===== config.mk =====
export PLATFORM = sky130hd
export DESIGN_NAME = pcm16_two_stream_mixer_unit
export DESIGN_NICKNAME = d
export VERILOG_FILES = /design/src/hdl/pcmmix_pkg.sv /design/src/hdl/pcmmix_front.sv /design/src/hdl/pcmmix_queue.sv /design/src/hdl/pcmmix_back.sv /design/src/hdl/pcm16_two_stream_mixer_unit.sv
export SDC_FILE = /design/constraint.sdc
export NUM_CORES = 2
export LEC_CHECK = 0
export BUFFER_PORTS_ARGS = -buffer_cell sky130_fd_sc_hd__clkbuf_2
export CAP_MARGIN = 20
export CORE_MARGIN = 2
export CORE_UTILIZATION = 30
export DETAILED_ROUTE_END_ITERATION = 8
export MAX_ROUTING_LAYER = met4
export PLACE_DENSITY = 0.45
export SLEW_MARGIN = 10
export SYNTH_ARGS = -nofsm -noshare
export SYNTH_HDL_FRONTEND = slang
export SYNTH_SLANG_ARGS = --single-unit

===== constraint.sdc =====
create_clock -name clk -period 6.2 [get_ports clk]
set_input_delay 1.24 -clock clk [delete_from_list [all_inputs] [get_ports clk]]
set_output_delay 1.24 -clock clk [all_outputs]
set_load 0.02 [all_outputs]

===== src/hdl/pcmmix_pkg.sv =====
// Shared types and constants of the two-stream PCM16 mixer.
// No dependencies; every module of the mixer imports this package.

package pcmmix_pkg;

    // Sample and mix widths.
    localparam int SAMPLE_W  = 16;
    localparam int MIX_W     = SAMPLE_W + 1;
    localparam int COEF_W    = 16;

    // Gain coefficient is unsigned Q4.12; reset value is unity.
    localparam int                Q_FRAC_BITS = 12;
    localparam logic [COEF_W-1:0] GAIN_RESET  = 16'd4096;

    // Divisor of the product term is 2^15 - 1.
    localparam int                DIV_SHIFT   = 15;
    localparam logic [MIX_W-1:0]  DIV_ONE     = 17'd32767;
    localparam logic [MIX_W-1:0]  DIV_TWO     = 17'd65534;

    // Scaled magnitude limit and width of the scaled value.
    localparam int                    SCALED_W  = 22;
    localparam logic signed [21:0]    MAG_LIMIT = 22'sd32767;

    // Decay to 95 percent: floor(c * 95 / 100) = (c * DECAY_RECIP) >> DECAY_SHIFT,
    // with DECAY_RECIP = 95 * ceil(2^26 / 100).
    localparam int          DECAY_SHIFT = 26;
    localparam int          DECAY_W     = 26;
    localparam logic [25:0] DECAY_RECIP = 26'd63753455;

    // Queue between front and back.
    localparam int QUEUE_DEPTH = 2;
    localparam int QUEUE_PTR_W = 1;
    localparam int QUEUE_CNT_W = 2;

    typedef enum logic [1:0] {
        MIX_PLAIN,
        MIX_BOTH_POS,
        MIX_BOTH_NEG
    } mix_class_t;

    typedef enum logic [1:0] {
        BK_IDLE,
        BK_MUL,
        BK_WRITE
    } back_state_t;

    // One queued request: the unscaled mix and its frame marker.
    typedef struct packed {
        logic signed [MIX_W-1:0] mix_val;
        logic                    last;
    } mix_entry_t;

endpackage


===== src/hdl/pcmmix_front.sv =====
// Front end of the mixer: accepts sample pairs and forms the unscaled mix.
// Depends on pcmmix_pkg.

module pcmmix_front
    import pcmmix_pkg::*;
(
    input  logic                       clk,
    input  logic                       rst_n,
    input  logic                       in_valid,
    output logic                       in_ready,
    input  logic signed [SAMPLE_W-1:0] base_sample,
    input  logic signed [SAMPLE_W-1:0] added_sample,
    input  logic                       frame_end,
    output logic                       push_valid,
    input  logic                       push_ready,
    output mix_entry_t                 push_entry
);

    logic                    f1_valid_reg;
    logic                    f1_valid_next;
    mix_class_t              class_reg;
    logic signed [MIX_W-1:0] sum_reg;
    logic [30:0]             prod_reg;
    logic                    last_reg;

    logic                    in_fire;
    logic signed [31:0]      product;
    mix_class_t              class_in;
    logic [SAMPLE_W-1:0]     quot_hi;
    logic [MIX_W-1:0]        corr_sum;
    logic [MIX_W-1:0]        quot;
    logic [MIX_W:0]          mix_wide;

    assign in_ready = !f1_valid_reg || push_ready;
    assign in_fire  = in_valid && in_ready;
    assign product  = base_sample * added_sample;

    always_comb
    begin
        if (base_sample == '0 || added_sample == '0)
        begin
            class_in = MIX_PLAIN;
        end
        else if (!base_sample[SAMPLE_W-1] && !added_sample[SAMPLE_W-1])
        begin
            class_in = MIX_BOTH_POS;
        end
        else if (base_sample[SAMPLE_W-1] && added_sample[SAMPLE_W-1])
        begin
            class_in = MIX_BOTH_NEG;
        end
        else
        begin
            class_in = MIX_PLAIN;
        end
    end

    always_comb
    begin
        if (in_fire)
        begin
            f1_valid_next = 1'b1;
        end
        else if (push_ready)
        begin
            f1_valid_next = 1'b0;
        end
        else
        begin
            f1_valid_next = f1_valid_reg;
        end
    end

    always_ff @(posedge clk or negedge rst_n)
    begin
        if (!rst_n)
        begin
            f1_valid_reg <= 1'b0;
        end
        else
        begin
            f1_valid_reg <= f1_valid_next;
        end
    end

    always_ff @(posedge clk)
    begin
        if (in_fire)
        begin
            class_reg <= class_in;
            sum_reg   <= MIX_W'(base_sample) + MIX_W'(added_sample);
            prod_reg  <= product[30:0];
            last_reg  <= frame_end;
        end
    end

    // The product is positive and at most 2^30 when it is used. Writing it as
    // x * 2^15 + r gives p / 32767 = x + (x + r) / 32767, and x + r stays
    // below three times the divisor.
    always_comb
    begin
        quot_hi  = prod_reg[30:DIV_SHIFT];
        corr_sum = {1'b0, quot_hi} + {2'b00, prod_reg[DIV_SHIFT-1:0]};
        if (corr_sum >= DIV_TWO)
        begin
            quot = {1'b0, quot_hi} + 17'd2;
        end
        else if (corr_sum >= DIV_ONE)
        begin
            quot = {1'b0, quot_hi} + 17'd1;
        end
        else
        begin
            quot = {1'b0, quot_hi};
        end

        unique case (class_reg)
            MIX_BOTH_POS: mix_wide = {sum_reg[MIX_W-1], sum_reg} - {1'b0, quot};
            MIX_BOTH_NEG: mix_wide = {sum_reg[MIX_W-1], sum_reg} + {1'b0, quot};
            default:      mix_wide = {sum_reg[MIX_W-1], sum_reg};
        endcase
    end

    assign push_valid         = f1_valid_reg;
    assign push_entry.mix_val = mix_wide[MIX_W-1:0];
    assign push_entry.last    = last_reg;

endmodule


===== src/hdl/pcmmix_queue.sv =====
// Short request queue between the mixer's front and back ends.
// Depends on pcmmix_pkg.

module pcmmix_queue
    import pcmmix_pkg::*;
(
    input  logic       clk,
    input  logic       rst_n,
    input  logic       push_valid,
    output logic       push_ready,
    input  mix_entry_t push_entry,
    output logic       pop_valid,
    input  logic       pop_ready,
    output mix_entry_t pop_entry
);

    mix_entry_t             entry_reg [QUEUE_DEPTH];
    logic [QUEUE_PTR_W-1:0] wr_ptr_reg;
    logic [QUEUE_PTR_W-1:0] wr_ptr_next;
    logic [QUEUE_PTR_W-1:0] rd_ptr_reg;
    logic [QUEUE_PTR_W-1:0] rd_ptr_next;
    logic [QUEUE_CNT_W-1:0] count_reg;
    logic [QUEUE_CNT_W-1:0] count_next;
    logic                   push_fire;
    logic                   pop_fire;

    assign push_ready = count_reg != QUEUE_CNT_W'(QUEUE_DEPTH);
    assign pop_valid  = count_reg != '0;
    assign push_fire  = push_valid && push_ready;
    assign pop_fire   = pop_valid && pop_ready;
    assign pop_entry  = entry_reg[rd_ptr_reg];

    always_comb
    begin
        wr_ptr_next = push_fire ? wr_ptr_reg + 1'b1 : wr_ptr_reg;
        rd_ptr_next = pop_fire ? rd_ptr_reg + 1'b1 : rd_ptr_reg;
        case ({push_fire, pop_fire})
            2'b10:   count_next = count_reg + 1'b1;
            2'b01:   count_next = count_reg - 1'b1;
            default: count_next = count_reg;
        endcase
    end

    always_ff @(posedge clk or negedge rst_n)
    begin
        if (!rst_n)
        begin
            wr_ptr_reg <= '0;
            rd_ptr_reg <= '0;
            count_reg  <= '0;
        end
        else
        begin
            wr_ptr_reg <= wr_ptr_next;
            rd_ptr_reg <= rd_ptr_next;
            count_reg  <= count_next;
        end
    end

    always_ff @(posedge clk)
    begin
        if (push_fire)
        begin
            entry_reg[wr_ptr_reg] <= push_entry;
        end
    end

endmodule


===== src/hdl/pcmmix_back.sv =====
// Back end of the mixer: gain scaling, overflow test, coefficient decay
// and the output register. Depends on pcmmix_pkg.

module pcmmix_back
    import pcmmix_pkg::*;
(
    input  logic                       clk,
    input  logic                       rst_n,
    input  logic                       pop_valid,
    output logic                       pop_ready,
    input  mix_entry_t                 pop_entry,
    input  logic                       cfg_valid,
    input  logic [COEF_W-1:0]          initial_gain,
    output logic                       out_valid,
    input  logic                       out_ready,
    output logic signed [SAMPLE_W-1:0] mixed_sample,
    output logic                       gain_reduced,
    output logic                       frame_last
);

    localparam int PROD_W  = MIX_W + COEF_W + 1;
    localparam int DFULL_W = COEF_W + DECAY_W;

    back_state_t               state_reg;
    back_state_t               state_next;
    logic [COEF_W-1:0]         coef_reg;
    logic [COEF_W-1:0]         coef_next;
    logic                      out_valid_reg;
    logic                      out_valid_next;
    logic signed [MIX_W-1:0]   val_reg;
    logic                      last_reg;
    logic signed [PROD_W-1:0]  scaled_prod_reg;
    logic [COEF_W-1:0]         decay_reg;
    logic [SAMPLE_W-1:0]       out_sample_reg;
    logic                      out_reduced_reg;
    logic                      out_last_reg;

    logic                      pop_fire;
    logic                      write_fire;
    logic signed [PROD_W-1:0]  scaled_prod;
    logic [DFULL_W-1:0]        decay_full;
    logic signed [PROD_W-1:0]  round_adj;
    logic signed [SCALED_W-1:0] scaled;
    logic                      bypass;
    logic                      overflow;
    logic                      reduce;
    logic [SAMPLE_W-1:0]       result_sample;

    assign scaled_prod = PROD_W'(val_reg) * $signed({1'b0, coef_reg});
    assign decay_full  = {{DECAY_W{1'b0}}, coef_reg} * {{COEF_W{1'b0}}, DECAY_RECIP};

    // Truncation toward zero: bias negative products before the shift.
    always_comb
    begin
        round_adj = scaled_prod_reg +
                    (scaled_prod_reg[PROD_W-1] ? PROD_W'((1 << Q_FRAC_BITS) - 1) : '0);
        scaled    = round_adj[Q_FRAC_BITS +: SCALED_W];
        bypass    = coef_reg == '0;
        overflow  = (scaled > MAG_LIMIT) || (scaled < -MAG_LIMIT);
        reduce    = !bypass && overflow;
        result_sample = bypass ? val_reg[SAMPLE_W-1:0] : scaled[SAMPLE_W-1:0];
    end

    always_comb
    begin
        state_next = state_reg;
        pop_ready  = 1'b0;
        write_fire = 1'b0;
        unique case (state_reg)
            BK_IDLE:
            begin
                pop_ready = 1'b1;
                if (pop_valid)
                begin
                    state_next = BK_MUL;
                end
            end
            BK_MUL:
            begin
                state_next = BK_WRITE;
            end
            BK_WRITE:
            begin
                if (!out_valid_reg || out_ready)
                begin
                    write_fire = 1'b1;
                    state_next = BK_IDLE;
                end
            end
            default:
            begin
                state_next = BK_IDLE;
            end
        endcase

        if (cfg_valid)
        begin
            coef_next = initial_gain;
        end
        else if (write_fire && reduce)
        begin
            coef_next = decay_reg;
        end
        else
        begin
            coef_next = coef_reg;
        end

        if (write_fire)
        begin
            out_valid_next = 1'b1;
        end
        else if (out_ready)
        begin
            out_valid_next = 1'b0;
        end
        else
        begin
            out_valid_next = out_valid_reg;
        end
    end

    assign pop_fire = pop_valid && pop_ready;

    always_ff @(posedge clk or negedge rst_n)
    begin
        if (!rst_n)
        begin
            state_reg     <= BK_IDLE;
            coef_reg      <= GAIN_RESET;
            out_valid_reg <= 1'b0;
        end
        else
        begin
            state_reg     <= state_next;
            coef_reg      <= coef_next;
            out_valid_reg <= out_valid_next;
        end
    end

    always_ff @(posedge clk)
    begin
        if (pop_fire)
        begin
            val_reg  <= pop_entry.mix_val;
            last_reg <= pop_entry.last;
        end
        if (state_reg == BK_MUL)
        begin
            scaled_prod_reg <= scaled_prod;
            decay_reg       <= decay_full[DECAY_SHIFT +: COEF_W];
        end
        if (write_fire)
        begin
            out_sample_reg  <= result_sample;
            out_reduced_reg <= reduce;
            out_last_reg    <= last_reg;
        end
    end

    assign out_valid    = out_valid_reg;
    assign mixed_sample = out_sample_reg;
    assign gain_reduced = out_reduced_reg;
    assign frame_last   = out_last_reg;

endmodule


===== src/hdl/pcm16_two_stream_mixer_unit.sv =====
// Top level of the two-stream PCM16 mixer: front end, request queue, back end.
// Depends on pcmmix_pkg, pcmmix_front, pcmmix_queue and pcmmix_back.
//
//   Channel   Handshake              Payload
//   -------   --------------------   ---------------------------------------------
//   input     in_valid / in_ready    base_sample, added_sample, frame_end
//   output    out_valid / out_ready  mixed_sample, gain_reduced, frame_last
//   config    cfg_valid / cfg_ready  initial_gain (loads the gain coefficient)
//
// An accepted request passes the front register, the queue and then the
// back end, which handles one request at a time (take from queue, multiply,
// write result) and takes no new one until the last is written, because the
// gain coefficient that one request may reduce is needed by the next one.
// Reset empties the pipeline and sets the coefficient to unity (4096 in
// Q4.12). A stalled output holds its result, the back end waits, the
// two-entry queue fills and then in_ready drops.
//
// The front end registers the sum, the product and the sign class of the two
// samples, then divides the product by 32767 with a shift and a small
// correction and forms the unscaled mix, which it pushes into the queue.
// The back end multiplies the mix by the coefficient, truncates toward zero,
// and, when the scaled magnitude exceeds 32767, lowers the coefficient to
// 95 percent for the requests that follow. A zero coefficient bypasses the
// scaling entirely. The configuration port is always ready and is meant to be
// used only while the mixer is idle.

module pcm16_two_stream_mixer_unit
    import pcmmix_pkg::*;
(
    input  logic                       clk,
    input  logic                       rst_n,
    input  logic                       in_valid,
    output logic                       in_ready,
    input  logic signed [SAMPLE_W-1:0] base_sample,
    input  logic signed [SAMPLE_W-1:0] added_sample,
    input  logic                       frame_end,
    output logic                       out_valid,
    input  logic                       out_ready,
    output logic signed [SAMPLE_W-1:0] mixed_sample,
    output logic                       gain_reduced,
    output logic                       frame_last,
    input  logic                       cfg_valid,
    output logic                       cfg_ready,
    input  logic [COEF_W-1:0]          initial_gain
);

    logic       push_valid;
    logic       push_ready;
    mix_entry_t push_entry;
    logic       pop_valid;
    logic       pop_ready;
    mix_entry_t pop_entry;

    // The coefficient register takes a write in any cycle.
    assign cfg_ready = 1'b1;

    pcmmix_front u_front
    (
        .clk          (clk),
        .rst_n        (rst_n),
        .in_valid     (in_valid),
        .in_ready     (in_ready),
        .base_sample  (base_sample),
        .added_sample (added_sample),
        .frame_end    (frame_end),
        .push_valid   (push_valid),
        .push_ready   (push_ready),
        .push_entry   (push_entry)
    );

    pcmmix_queue u_queue
    (
        .clk        (clk),
        .rst_n      (rst_n),
        .push_valid (push_valid),
        .push_ready (push_ready),
        .push_entry (push_entry),
        .pop_valid  (pop_valid),
        .pop_ready  (pop_ready),
        .pop_entry  (pop_entry)
    );

    pcmmix_back u_back
    (
        .clk          (clk),
        .rst_n        (rst_n),
        .pop_valid    (pop_valid),
        .pop_ready    (pop_ready),
        .pop_entry    (pop_entry),
        .cfg_valid    (cfg_valid && cfg_ready),
        .initial_gain (initial_gain),
        .out_valid    (out_valid),
        .out_ready    (out_ready),
        .mixed_sample (mixed_sample),
        .gain_reduced (gain_reduced),
        .frame_last   (frame_last)
    );

endmodule


==> results_dict.tcl <==
set metrics [dict create \
    finalSetupViolations 28 \
    crit_slowest_cell "fa_1" \
    grt_pass1_wl_mm 161 \
    hold_class "flip-flop to flip-flop" \
    vias_per_cell 4.44 \
    antenna_found_initial 0 \
    maxCapViolations 0 \
    drv_slew 0 \
    cts.sinks 197 \
    drt_iter0_markers 1067 \
    cts.clk_slew.worst_paths_ns 0.09 \
    crit_path_start_kind "flip-flop" \
    gp_congestion 0.867 \
    synth_seq_cells 197 \
    routed_wl_mm 100 \
    cts_buffers 17 \
    die-area_mm2 0.126 \
    yosysTopAreaCell "fa_1" \
    fin_skew_ns 0.0261 \
    status "finished with violations" \
    worstHoldPathCells 0 \
    cp.arrival_ns 6.91 \
    hold_violations 0 \
    timing.final.crit_share_pct 107 \
    max_freq_ghz 0.150 \
    die_w_um 355 \
    first_pass_iters 5 \
    cp_data_required_time_ns 6.45 \
    wire_per_inst_um 16.6 \
    clk_path_buf_depth 2 \
    min_to "u_back.frame_last" \
    yosysMostFrequentCell "inv_1" \
    r2r_setup_slack_ns -0.46 \
    worst-path-max-fanout 3 \
    clockRootBuffer "clkbuf_16" \
    synth_area_per_cell_um2 9.82 \
    ys_seq_area_share_pct 15.7 \
    drcViolationCount 0 \
    start_util_pct 30.3 \
    grt_pass1_vias 29400 \
    rows 128 \
    synth_top_cells_by_area "fa_1 (37%), edfxtp_1 (14%), ha_1 (13%), inv_1 (8.8%), nand2_1 (4.1%)" \
    critical_path.most_common_cell "fa_1" \
    grt_max_degree 52 \
    synthCells 3764 \
    synthTopCellsByCount "inv_1 (870), fa_1 (690), nand2_1 (399)" \
    crit_family "adder cells" \
    grt_overflow_total 0 \
    core_mm2 0.122 \
    synth_edf_count 173 \
    placed_area_mm2 0.0434 \
    ys_types 89 \
    synth_top_flop_cell "edfxtp_1" \
    worstReg2RegStart "u_back.coef_reg[4]" \
    pin_count 75 \
    hold_buffers 0 \
    cts.htree.levels 4 \
    drive_gt1_share_pct 24.4 \
    slowest_delay_ns 0.59 \
    syn_nets 4892 \
    relSlewSlack_pct 33.0 \
    ys_warn_count 0 \
    area_growth_pct 26.1 \
    setup_ws_ns -0.457 \
    ff2ff_path_depth 25 \
    vias 26900 \
    largest_register_ffs 36 \
    rsz0062_at_grt "yes" \
    r2r_end "u_back.decay_reg[15]" \
    insertion_delay_ns 0.49 \
    crit_type "flip-flop to flip-flop" \
    numPortBuffers 73 \
    post-route-cell-area_mm2 0.0466 \
    worst_slew_pin_slew_ns 1.00 \
    cts_tree "built" \
    min_from "u_back.last_reg" \
    setup.worst_path.end_class "flip-flop" \
    ant_nets 0 \
    synth-async-reset-ratio_pct 12.2 \
    dieHeight_um 355 \
    grt.total_usage_pct 16.8 \
    path_buf_inv 4 \
    violations "setup timing" \
    fin_crit_ns 6.66 \
    synth_top_area_share_pct 37.4 \
    nNetsFinal 5543 \
    synthesis.area_mm2 0.0370 \
    hpwl_mm 86.1 \
]
==> cell usage in the layout (no fill, tap or decap), drive strengths merged, types with 38 or more instances in the layout <==
| master | netlist | routed |
|---|---|---|
| xnor2 | 116 | 116 |
| nor3 | 38 | 38 |
| xor2 | 47 | 47 |
| and2 | 229 | 229 |
| fa | 690 | 690 |
| ha | 384 | 384 |
| a21oi | 125 | 125 |
| inv | 870 | 874 |
| nor2 | 106 | 106 |
| buf | 6 | 662 |
| edfxtp | 173 | 173 |
| nand2 | 399 | 399 |
| clkbuf | 97 | 90 |
| o21ai | 99 | 99 |
==> layout make-up <==
type | count | area [µm²]
antenna | 1 | 2.50
clock buffer | 17 | 425
clock inverter | 15 | 205
fill | 12300 | 75400
inverter | 870 | 3270
multi-input combinational | 2594 | 28900
sequential | 197 | 5810
tap | 1625 | 2030
timing repair buffer | 735 | 5950
==> worst register-to-register path: cells and delay by family, from the launching register on <==
kind / cells / cell delay [ns]
compound gates: 8 / 1.51
xor+xnor: 1 / 0.15
fa+ha+maj: 7 / 3.38
buf+inv: 4 / 0.19
flops: 1 / 0.49
simple gates: 5 / 0.69
==> per-stage QoR <==
step | utilization (%) | std cells | setup WS (ns) | setup TNS (ns) | hold slack, ns
final | 38.2 | 6054 | -0.457 | -5.96 | 0.433
after global routing | 38.2 | 6053 | -0.703 | -14.02 | 0.442
after CTS | 37.1 | 6005 | -0.533 | -6.41 | 0.437
after detailed placement | 35.5 | 5906 | -1.20 | -21.80 | 0.418
after global placement | 35.5 | 5906 | -1.18 | -22.03 | 0.407
after floorplan | - | 3764 | -0.766 | -3.92 | 0.400
==> worst max path at each step <==
stage                       startpoint              endpoint  slack [ns]  cells after the start
finish              u_back.coef_reg[4]  u_back.decay_reg[15]       -0.46                     25
global route        u_back.coef_reg[4]  u_back.decay_reg[15]       -0.70                     25
CTS                 u_back.coef_reg[5]  u_back.decay_reg[15]       -0.53                     25
detailed placement     added_sample[1]  u_front.prod_reg[29]       -1.20                     24
global placement       added_sample[1]  u_front.prod_reg[29]       -1.18                     24
floorplan              added_sample[3]  u_front.prod_reg[29]       -0.77                     25
==> routing by layer <==
layer	wire, µm	vias to the layer above	track usage [%]
met2	50500	308	29.2
li1	-	13000	-
met4	1160	0	2.50
met3	2380	72	1.45
met1	46200	13500	21.6
met5	0	-	-
==> logic make-up (layout without fill, tap and decap cells) <==
logic type	after synthesis	after routing	share of synthesized area (%)
DFF	197	197	15.7
buffers and inverters	973	1637	9.92
and+or+nand+nor	949	949	12.7
xor gates and xnor gates	163	163	3.88
AOI/OAI and AO/OA	376	376	6.51
muxes	31	31	0.934
adders and majority gates	1074	1074	50.4
other	1	2	0.0101
==> what timing repair did <==
action                     CTS  global route
setup buffers               71            61
resized for setup          160           237
pin swaps                   97           151
gates cloned                 0             1
setup endpoints to repair   43            57
Power is not shown: default switching activity piles up to over one toggle a cycle in this logic, so the estimate is an artifact.
